==> config.mk <==
export PLATFORM = sky130hd
export DESIGN_NAME = block_gain_ramp_smoother_core
export DESIGN_NICKNAME = d
export VERILOG_FILES = /design/src/bgrs_pkg.sv /design/src/bgrs_ctrl.sv /design/src/bgrs_dp.sv /design/src/block_gain_ramp_smoother_core.sv
export SDC_FILE = /design/constraint.sdc
export NUM_CORES = 2
export LEC_CHECK = 0
export CORE_MARGIN = 10
export CORE_UTILIZATION = 47
export DETAILED_ROUTE_END_ITERATION = 7
export DONT_BUFFER_PORTS = 1
export GPL_ROUTABILITY_DRIVEN = 0
export GPL_TIMING_DRIVEN = 1
export PLACE_DENSITY = 0.71
export SYNTH_ARGS = -nofsm -noshare
export SYNTH_HDL_FRONTEND = slang
export SYNTH_SLANG_ARGS = --single-unit
==> constraint.sdc <==
create_clock -name clk -period 8.1 [get_ports clk]
set_input_delay 1.62 -clock clk [delete_from_list [all_inputs] [get_ports clk]]
set_output_delay 1.62 -clock clk [all_outputs]
set_load 0.01 [all_outputs]
==> src/bgrs_pkg.sv <==
package bgrs_pkg;

  localparam int SAMPLE_W = 24;
  localparam int GAIN_W   = 20;
  localparam int CMD_W    = 2;
  localparam int CFG_W    = 3;

  localparam int BLOCK_SIZE_DEFAULT      = 64;
  localparam int MAX_RAMP_BLOCKS_DEFAULT = 16;

  localparam logic [CFG_W-1:0] CFG_RESET = 3'd2;

  localparam logic signed [GAIN_W-1:0] GAIN_UNITY = 20'sd65536;

  localparam logic [CMD_W-1:0] CMD_SAMPLE = 2'd0;
  localparam logic [CMD_W-1:0] CMD_SET    = 2'd1;
  localparam logic [CMD_W-1:0] CMD_FORCE  = 2'd2;

  // quotient of the ramp fraction is as wide as a gain, one bit per step
  localparam int DIV_STEPS = GAIN_W;
  localparam int DIV_CNT_W = $clog2(DIV_STEPS);

  typedef struct packed {
    logic accept;
    logic mul;
    logic div_step;
    logic gain;
    logic scale;
    logic out_load;
  } bgrs_cmd_t;

  typedef struct packed {
    logic is_sample;
    logic ramp_now;
  } bgrs_stat_t;

endpackage

==> src/bgrs_ctrl.sv <==
module bgrs_ctrl (
  input  logic               clk,
  input  logic               rst,
  input  logic               in_valid,
  output logic               in_ready,
  output logic               out_valid,
  input  logic               out_ready,
  input  bgrs_pkg::bgrs_stat_t stat,
  output bgrs_pkg::bgrs_cmd_t  cmd
);

  typedef enum logic [2:0] {
    S_IDLE,
    S_MUL,
    S_DIV,
    S_GAIN,
    S_SCALE,
    S_OUT
  } state_t;

  state_t state;
  logic [bgrs_pkg::DIV_CNT_W-1:0] cnt;

  localparam logic [bgrs_pkg::DIV_CNT_W-1:0] CNT_LAST =
    bgrs_pkg::DIV_CNT_W'(bgrs_pkg::DIV_STEPS - 1);

  assign in_ready = (state == S_IDLE);

  always_comb begin
    cmd.accept   = in_valid && in_ready;
    cmd.mul      = (state == S_MUL);
    cmd.div_step = (state == S_DIV);
    cmd.gain     = (state == S_GAIN);
    cmd.scale    = (state == S_SCALE);
    cmd.out_load = (state == S_OUT) && (!out_valid || out_ready);
  end

  always_ff @(posedge clk) begin
    if (rst) begin
      state     <= S_IDLE;
      cnt       <= '0;
      out_valid <= 1'b0;
    end else begin
      if (cmd.out_load) begin
        out_valid <= 1'b1;
      end else if (out_ready) begin
        out_valid <= 1'b0;
      end
      case (state)
        S_IDLE: begin
          if (cmd.accept && stat.is_sample) begin
            state <= stat.ramp_now ? S_MUL : S_GAIN;
          end
        end
        S_MUL: begin
          cnt   <= '0;
          state <= S_DIV;
        end
        S_DIV: begin
          if (cnt == CNT_LAST) begin
            state <= S_GAIN;
          end else begin
            cnt <= cnt + 1'b1;
          end
        end
        S_GAIN:  state <= S_SCALE;
        S_SCALE: state <= S_OUT;
        S_OUT: begin
          if (cmd.out_load) begin
            state <= S_IDLE;
          end
        end
        default: state <= S_IDLE;
      endcase
    end
  end

  a_div_count: assert property (@(posedge clk) disable iff (rst)
    (state == S_DIV) |-> (cnt <= CNT_LAST))
    else $error("divider step count out of range");

  a_sample_busy: assert property (@(posedge clk) disable iff (rst)
    (cmd.accept && stat.is_sample) |=> (state != S_IDLE))
    else $error("sample word accepted but controller stayed idle");

  a_out_source: assert property (@(posedge clk) disable iff (rst)
    $rose(out_valid) |-> ($past(state) == S_OUT))
    else $error("output word raised outside output state");

  a_mul_to_div: assert property (@(posedge clk) disable iff (rst)
    (state == S_MUL) |=> (state == S_DIV && cnt == '0))
    else $error("divider not started after ramp multiply");

endmodule

==> src/bgrs_dp.sv <==
module bgrs_dp #(
  parameter int BLOCK_SIZE      = bgrs_pkg::BLOCK_SIZE_DEFAULT,
  parameter int MAX_RAMP_BLOCKS = bgrs_pkg::MAX_RAMP_BLOCKS_DEFAULT
) (
  input  logic                                 clk,
  input  logic                                 rst,
  input  logic                                 cfg_we,
  input  logic [bgrs_pkg::CFG_W-1:0]           cfg_wdata,
  input  logic [bgrs_pkg::CMD_W-1:0]           command,
  input  logic signed [bgrs_pkg::SAMPLE_W-1:0] sample_in,
  input  logic signed [bgrs_pkg::GAIN_W-1:0]   gain_value,
  output logic signed [bgrs_pkg::SAMPLE_W-1:0] sample_out,
  output logic                                 ramping,
  input  bgrs_pkg::bgrs_cmd_t                  cmd,
  output bgrs_pkg::bgrs_stat_t                 stat
);

  localparam int GW      = bgrs_pkg::GAIN_W;
  localparam int SW      = bgrs_pkg::SAMPLE_W;
  localparam int MAX_LEN = BLOCK_SIZE * MAX_RAMP_BLOCKS;
  localparam int LEN_W   = $clog2(MAX_LEN + 1);
  localparam int POS_W   = $clog2(MAX_LEN);
  localparam int BLK_W   = $clog2(BLOCK_SIZE);
  localparam int PROD_W  = GW + POS_W;
  localparam int P_W     = SW + GW;

  localparam logic [BLK_W-1:0] BLK_LAST = BLK_W'(BLOCK_SIZE - 1);
  localparam logic signed [P_W-1:0] ROUND_HALF = P_W'(32768);
  localparam logic signed [P_W-1:0] OUT_MAX    = P_W'(8388607);
  localparam logic signed [P_W-1:0] OUT_MIN    = -P_W'(8388608);

  // architectural state
  logic [bgrs_pkg::CFG_W-1:0] ramp_blocks_log2;
  logic [BLK_W-1:0]           block_index;
  logic [POS_W-1:0]           ramp_position;
  logic signed [GW-1:0]       current_gain;
  logic signed [GW-1:0]       latched_target;
  logic signed [GW-1:0]       pending_target;
  logic                       ramp_active;

  // per-sample working registers
  logic signed [SW-1:0] w_sample;
  logic signed [GW-1:0] w_cur;
  logic [GW-1:0]        w_mag;
  logic                 w_neg;
  logic [POS_W-1:0]     w_pos;
  logic [LEN_W-1:0]     w_len;
  logic                 w_ramp;
  logic [LEN_W-1:0]     rem;
  logic [GW-1:0]        dlo;
  logic [GW-1:0]        quo;
  logic signed [GW-1:0] g;
  logic signed [P_W-1:0] p;

  // ramp decision at accept
  logic [7:0]           blocks_raw;
  logic [7:0]           blocks_sat;
  logic [LEN_W-1:0]     len;
  logic                 start;
  logic signed [GW-1:0] lat1;
  logic                 act1;
  logic [LEN_W-1:0]     pos1;
  logic                 end1;
  logic signed [GW-1:0] cur2;
  logic                 act2;
  logic [LEN_W-1:0]     pos2;
  logic [LEN_W-1:0]     pos3;
  logic                 end2;
  logic signed [GW:0]   diff;

  // datapath arithmetic
  logic [PROD_W-1:0]    prod;
  logic [LEN_W:0]       trial;
  logic                 ge;
  logic signed [GW:0]   q_s;
  logic signed [GW:0]   gsum;
  logic signed [P_W-1:0] rnd;
  logic signed [P_W-1:0] r;
  logic signed [SW-1:0] sat;

  always_comb begin
    blocks_raw = 8'd1 << ramp_blocks_log2;
    blocks_sat = (blocks_raw > 8'(MAX_RAMP_BLOCKS)) ? 8'(MAX_RAMP_BLOCKS) : blocks_raw;
    len        = LEN_W'(blocks_sat * BLOCK_SIZE);

    start = (block_index == '0) && !ramp_active && (current_gain != pending_target);
    lat1  = start ? pending_target : latched_target;
    act1  = ramp_active || start;
    pos1  = start ? '0 : LEN_W'(ramp_position);
    // length may have shrunk under a running ramp
    end1  = act1 && (pos1 >= len);
    cur2  = end1 ? lat1 : current_gain;
    act2  = act1 && !end1;
    pos2  = end1 ? '0 : pos1;
    pos3  = pos2 + 1'b1;
    end2  = act2 && (pos3 >= len);
    diff  = (GW+1)'(lat1) - (GW+1)'(cur2);

    stat.is_sample = (command == bgrs_pkg::CMD_SAMPLE);
    stat.ramp_now  = act2;
  end

  always_comb begin
    prod  = w_mag * w_pos;
    trial = {rem, dlo[GW-1]};
    ge    = (trial >= {1'b0, w_len});
    q_s   = {1'b0, quo};
    gsum  = (GW+1)'(w_cur) + (w_neg ? -q_s : q_s);
    rnd   = p + ROUND_HALF;
    r     = rnd >>> 16;
    if (r > OUT_MAX) begin
      sat = SW'(OUT_MAX);
    end else if (r < OUT_MIN) begin
      sat = SW'(OUT_MIN);
    end else begin
      sat = SW'(r);
    end
  end

  always_ff @(posedge clk) begin
    if (rst) begin
      ramp_blocks_log2 <= bgrs_pkg::CFG_RESET;
    end else if (cfg_we) begin
      ramp_blocks_log2 <= cfg_wdata;
    end
  end

  always_ff @(posedge clk) begin
    if (rst) begin
      block_index    <= '0;
      ramp_position  <= '0;
      current_gain   <= bgrs_pkg::GAIN_UNITY;
      latched_target <= bgrs_pkg::GAIN_UNITY;
      pending_target <= bgrs_pkg::GAIN_UNITY;
      ramp_active    <= 1'b0;
    end else if (cmd.accept) begin
      case (command)
        bgrs_pkg::CMD_SET: begin
          pending_target <= gain_value;
        end
        bgrs_pkg::CMD_FORCE: begin
          pending_target <= gain_value;
          latched_target <= gain_value;
          current_gain   <= gain_value;
          ramp_active    <= 1'b0;
          ramp_position  <= '0;
        end
        bgrs_pkg::CMD_SAMPLE: begin
          latched_target <= lat1;
          current_gain   <= end2 ? lat1 : cur2;
          ramp_active    <= act2 && !end2;
          if (act2) begin
            ramp_position <= end2 ? '0 : POS_W'(pos3);
          end else begin
            ramp_position <= POS_W'(pos2);
          end
          block_index <= (block_index == BLK_LAST) ? '0 : block_index + 1'b1;
        end
        default: ;
      endcase
    end
  end

  always_ff @(posedge clk) begin
    if (cmd.accept && stat.is_sample) begin
      w_sample <= sample_in;
      w_cur    <= cur2;
      w_neg    <= diff[GW];
      w_mag    <= GW'(diff[GW] ? -diff : diff);
      w_pos    <= POS_W'(pos2);
      w_len    <= len;
      w_ramp   <= act2;
    end
    // magnitude of diff*pos over len, restoring, one quotient bit a step;
    // the top bits already sit below len since the quotient fits a gain
    if (cmd.mul) begin
      rem <= LEN_W'(prod[PROD_W-1:GW]);
      dlo <= prod[GW-1:0];
      quo <= '0;
    end else if (cmd.div_step) begin
      rem <= ge ? LEN_W'(trial - {1'b0, w_len}) : LEN_W'(trial);
      dlo <= {dlo[GW-2:0], 1'b0};
      quo <= {quo[GW-2:0], ge};
    end
    if (cmd.gain) begin
      g <= w_ramp ? GW'(gsum) : w_cur;
    end
    if (cmd.scale) begin
      p <= P_W'(w_sample) * P_W'(g);
    end
    if (cmd.out_load) begin
      sample_out <= sat;
      ramping    <= w_ramp;
    end
  end

endmodule

==> src/block_gain_ramp_smoother_core.sv <==
// Gain stage with click-free linear ramps for a 24-bit sample stream. Each
// word carries a command: a sample, a new pending target gain, or a gain
// forced at once; gains are signed Q3.16. Set and force words give no
// result. A steady-gain sample passes the gain, scale and output states; a
// sample inside a ramp first passes a multiply state for the product and
// then the restoring divider that forms (target - start) * position / length
// one quotient bit per cycle. Results sit in an output register, so the
// next word is taken while a result waits. Ramp length is 2^ramp_blocks_log2
// blocks, capped at MAX_RAMP_BLOCKS, written via cfg_we.
module block_gain_ramp_smoother_core #(
  parameter int BLOCK_SIZE      = bgrs_pkg::BLOCK_SIZE_DEFAULT,
  parameter int MAX_RAMP_BLOCKS = bgrs_pkg::MAX_RAMP_BLOCKS_DEFAULT
) (
  input  logic                                 clk,
  input  logic                                 rst,
  input  logic                                 cfg_we,
  input  logic [bgrs_pkg::CFG_W-1:0]           cfg_wdata,
  input  logic                                 in_valid,
  output logic                                 in_ready,
  input  logic [bgrs_pkg::CMD_W-1:0]           command,
  input  logic signed [bgrs_pkg::SAMPLE_W-1:0] sample_in,
  input  logic signed [bgrs_pkg::GAIN_W-1:0]   gain_value,
  output logic                                 out_valid,
  input  logic                                 out_ready,
  output logic signed [bgrs_pkg::SAMPLE_W-1:0] sample_out,
  output logic                                 ramping
);

  bgrs_pkg::bgrs_cmd_t  cmd;
  bgrs_pkg::bgrs_stat_t stat;

  bgrs_ctrl u_ctrl (
    .clk       (clk),
    .rst       (rst),
    .in_valid  (in_valid),
    .in_ready  (in_ready),
    .out_valid (out_valid),
    .out_ready (out_ready),
    .stat      (stat),
    .cmd       (cmd)
  );

  bgrs_dp #(
    .BLOCK_SIZE      (BLOCK_SIZE),
    .MAX_RAMP_BLOCKS (MAX_RAMP_BLOCKS)
  ) u_dp (
    .clk        (clk),
    .rst        (rst),
    .cfg_we     (cfg_we),
    .cfg_wdata  (cfg_wdata),
    .command    (command),
    .sample_in  (sample_in),
    .gain_value (gain_value),
    .sample_out (sample_out),
    .ramping    (ramping),
    .cmd        (cmd),
    .stat       (stat)
  );

endmodule
# Word-level counts from Yosys, hierarchy flattened
# Index checks and enable logic that the tools add are counted.
dict set report totals {
  output_inout_bits 27
  word_cells 115
  in_bits 54
  regBits 310
}
dict set report classes {
  shifts 1
  add_sub_neg 9
  mux 31
  n_reduce_logical 27
  n_eq_ne 14
  multipliers 2
  order_cmp 6
}
# cell n
set ops {}
lappend ops {{two-way mux 20 bit} 8}
lappend ops {{one-hot mux 20 bit (2 select lines)} 2}
lappend ops {{two-way mux 10 bit} 5}
lappend ops {{adder 44 x 17 -> 44 bit (second input constant)} 1}
lappend ops {{multiplier 24 x 20 -> 44 bit} 1}
lappend ops {{negator 20 bit} 2}
lappend ops {{multiplier 20 x 10 -> 30 bit} 1}
lappend ops {{> comparator 28 x 24 -> 1 bit (second input constant)} 1}
lappend ops {{less-than comparator 28 x 24 -> 1 bit (second input constant)} 1}
lappend ops {{two-way mux 24 bit} 1}
lappend ops {{greater-or-equal comparator 11 bit} 2}
lappend ops {{two-way mux 11 bit} 2}
lappend ops {{subtractor 20 x 20 -> 21 bit} 1}
lappend ops {{adder 20 bit} 1}
lappend ops {{inequality test 20 bit} 1}
lappend ops {{one-hot mux 10 bit (2 select lines)} 1}
lappend ops {{one-hot mux 3 bit (6 select lines)} 1}
lappend ops {{greater-or-equal comparator 12 x 11 -> 1 bit} 1}
lappend ops {{adder 11 x 1 -> 11 bit (second input constant)} 1}
lappend ops {{subtractor 11 bit} 1}
lappend ops {{two-way mux 5 bit} 2}
lappend ops {{one-hot mux 5 bit (2 select lines)} 1}
lappend ops {{logical AND 1 bit} 9}
lappend ops {{two-way mux 3 bit} 3}
lappend ops {{26 further kinds} 40}

# Depth between registers and ports, before layout
dict set report depth {
  ltp_word 13
  mapped_depth 36
}

# Cells and area by module
# Synthesis repeated with hierarchy kept, for this count alone.
dict set report hier_totals {
  hier_cells 4111
  area_unflattened_um2 38802.2
}
# mod cells_per_inst area_each_um2 instances seq_area_each_um2
set by_module_without_submodules {}
lappend by_module_without_submodules {bgrs_dp 4054 38300.5 1 7577.3}
lappend by_module_without_submodules {bgrs_ctrl 57 501.7 1 180.2}

# Worst setup path after synthesis
# Ideal clock, no wire load.
dict set report synth_timing {
  path_kind {flip-flop to flip-flop}
  start {reg u_dp.g[2]}
  end {reg u_dp.p[43] (data pin)}
  setup_ns 0.260
  arrival_ns 7.175
  synth_period_minus_slack_ns 7.435
  stages_incl_launch_ff 28
  slack_ns 0.665
  t_required_ns 7.840
  n_path_buf 1
  path_cell_list {edfxtp_1 > clkbuf_1 > nand2_1 > fa_1 > fa_1 > inv_1 > fa_1 > fa_1 > inv_1 > fa_1 > inv_1 > fa_1 > fa_1 > ha_1 > nand4_1 > nor2_1 > a211o_1 > nand2_1 > o31a_1 > a211oi_1 > o21ai_0 > a32oi_1 > a31oi_1 > o31a_1 > o21ai_0 > a21oi_1 > o21bai_1 > xnor2_1}
}
dict set report synth_between {
  elab_chain_len 1
}
# item line_no
set synth_lines {}
lappend synth_lines {{start: declaration} bgrs_dp.sv:52} ;# logic signed [GW-1:0] g;
lappend synth_lines {{start signal: assignment} bgrs_dp.sv:186} ;# g <= w_ramp ? GW'(gsum) : w_cur;
lappend synth_lines {{multiplier 24 x 20 -> 44 bit} bgrs_dp.sv:189} ;# p <= P_W'(w_sample) * P_W'(g);
lappend synth_lines {{end signal: assignment} bgrs_dp.sv:189}
lappend synth_lines {{end: declaration} bgrs_dp.sv:53} ;# logic signed [P_W-1:0] p;
# No other way between the ends.
# A chain may end at the register's enable or synchronous reset.

# Worst setup path in the final report
dict set report layout_timing {
  start {reg u_dp.g[5]}
  end {reg u_dp.p[43] (data pin)}
}
# The elaborated chain is that of the path after synthesis.

==> results.md <==
- TritonCTS clock tree: done
- Worst-path fanout max: 16
- Num ports: 81
- Largest net degree at the start of global routing: 88
- Global routing usage on met2: 33.1%
- Final slew viol count: 0
- Synth Register Bits: 295
- Share of post-route cells with drive strength above 1: 4.60%
- DR DRC count: 0
- Clock transition at the registers of the reported paths: 60 ps
- FMAX: 129 MHz
- Crit path DAT: 8050 ps
- Total negative slack: 0 ps
- RSZ-0062 raised after global routing: no
- Met3 GRT Util: 3.93%
- Net count after synthesis: 5060
- # rows: 104
- DIE HEIGHT: 306 um
- Setup violators final: 0
- DRT antenna net count: 0
- HP Class: flip-flop to flip-flop
- Vias in the first global route: 28600
- Minimum clock period: 7730 ps
- P&R area growth vs syn: 6.34%
- I/O Buffers: 0
- Nets: 4980
- Ys Warns: 0
- Initial antenna violation count: 8
- Longest Clk Path Bufs: 3
- Pre-CTS setup slack: 52.0 ps
- Finished Layout Cells: 5145
- Area after DPL: 39500 um2
- Commonest non-fill, non-tap cells in the layout: inv_1 (703), fa_1 (636), nand2_1 (625)
- Data required time of the worst path: 8420 ps
- Pleak: 19.0 nW
- Drt wl/cell: 18.0 um
- CP Launch Type: flip-flop
- Tcrit/Tclk final: 95.5%
- Worst Tran Pin Value: 1260 ps
- Core Footprint: 80700 um2
- Final Skew: 35.4 ps
- Cells after synthesis: 4135
- H-Tree Depth: 2
- Dpl cells: 5072
- Most used DFF post-synth: edfxtp_1
- Final Hold Fails: 0
- Library cells used by synthesis: 88
- Relative slew margins: 16.1%
- CTS Buf Count: 38
- CP Class: flip-flop to flip-flop
- First-pass GRT wire length: 153000 um
- MaxCap Viol Count: 0
- Status: complete, no violations
- TritonCTS Sinks: 295
- Total power: 16.7 mW
- Final instance area: 40800 um2
- Initial DRC count: 2124
- Seq/Total Area, Yosys: 20.2%
- Mean Syn Cell Area: 9.27 um2
- Total die area: 93400 um2
- DR vias/cell: 5.40
- Root Buffer: clkbuf_16
- Grt peak-use layer: met2
- Detailed Route WL: 92600 um
- Commonest non-fill, non-tap cell in the layout: inv_1
- IR drop worst, VDD: 0.000495 V
- Total GRT Usage: 20.1%
- Setup ws final: 367 ps
- DR pass1 iterations: 6
- Met1 Usage GRT: 26.9%
- Dpl hpwl: 73200 um
- Final hold slack: 469 ps
- Clock Latency Late Sink: 590 ps
- Mapped cell area: 38300 um2
- GRT overflow: 0
- Vias: 27800
- Post-synth ARST share: 0%
- Die X-Extent: 306 um
- Endpoint type of the worst setup path: flip-flop
- P per Cell Area: 409 nW/um2
- Number of synthesized flops with an enable pin: 185
- Initial Util: 47.5%
- Final design utilization: 50.5%
==> critical path, stage by stage (launching register included) <==
cell and delay [ps]:
edfxtp_1 510, buf_4 290, nand2_1 110, fa_1 540, inv_1 50, fa_1 490
fa_1 510, inv_1 50, fa_1 560, inv_1 60, fa_1 450, fa_1 510
fa_1 430, ha_1 350, nand2_1 70, o31a_1 310, a211oi_1 270, buf_4 180
o21ai_1 130, a32oi_2 300, a31oi_4 170, o31a_1 370, o21ai_0 310, a21oi_1 160
o21bai_1 170, xnor2_1 90
==> worst paths after layout <==
check | start | to | slack [ps] | cells past startpoint
max reg2reg | u_dp.g[5] | u_dp.p[43] | 370 | 25
min reg2reg | u_dp.latched_target[16] | u_dp.latched_target[16] | 470 | 1
max | u_dp.g[5] | u_dp.p[43] | 370 | 25
min | u_dp.latched_target[16] | u_dp.latched_target[16] | 470 | 1
==> synthesized netlist by cell type (all sizes together) (20+ instances only) <==
library cell | count | area [um2]
a211oi | 21 | 158
a21o | 25 | 188
a21oi | 153 | 781
a22o | 20 | 175
and2 | 268 | 1680
and3 | 27 | 169
clkbuf | 184 | 691
dfxtp | 110 | 2200
edfxtp | 185 | 5560
fa | 636 | 12700
ha | 235 | 2940
inv | 704 | 2640
mux2i | 29 | 303
nand2 | 625 | 2350
nand2b | 29 | 181
nand3 | 34 | 170
nor2 | 215 | 810
nor2b | 26 | 163
nor3 | 71 | 360
o21ai | 131 | 656
xnor2 | 109 | 955
xor2 | 74 | 648
==> flip-flops by register name, indices dropped and copies added (netlist names), 11 cells and up <==
| register | flops |
|---|---|
| u_dp.p | 29 |
| u_dp.sample_out | 24 |
| u_dp.w_sample | 24 |
| u_dp.current_gain | 20 |
| u_dp.dlo | 20 |
| u_dp.g | 20 |
| u_dp.latched_target | 20 |
| u_dp.pending_target | 20 |
| u_dp.quo | 20 |
| u_dp.w_cur | 20 |
| u_dp.w_mag | 20 |
| u_dp.rem | 11 |
==> power by group <==
part | internal (mW) | switching, mW
Clock | 0.968 | 0.726
Combinational | 5.49 | 6.97
Sequential | 2.32 | 0.180
Total | 8.78 | 7.88
==> kinds of logic after synthesis <==
kind of cell	count (synthesis)	synth area share (%)
simple gates	1366	16.8
xor+xnor	183	4.18
fa+ha+maj	873	40.9
flops	295	20.2
compound gates	466	7.60
buf+inv	905	8.89
mux	47	1.33
==> metal layers <==
layer	vias to the layer above	wire, um
met1	13900	39800
met3	186	6950
li1	12800	-
met2	946	43300
met4	14	2500
met5	-	99
==> cell type report <==
class                           count  area, um2
Inverter                          707       2660
Multi-Input combinational cell   2935      27200
Sequential cell                   295       7760
Clock buffer                       53       1070
Clock inverter                     16        163
Fill cell                        7389      39900
Timing Repair Buffer               78        586
Antenna cell                        1       2.50
Tap cell                         1060       1330
==> timing repair <==
action	4_1_cts	5_1_grt
resized for setup	0	4
setup buffers	0	3
endpoints found under the setup margin	0	5
hold buffers	0	0
(Power assumes the default switching activity.)
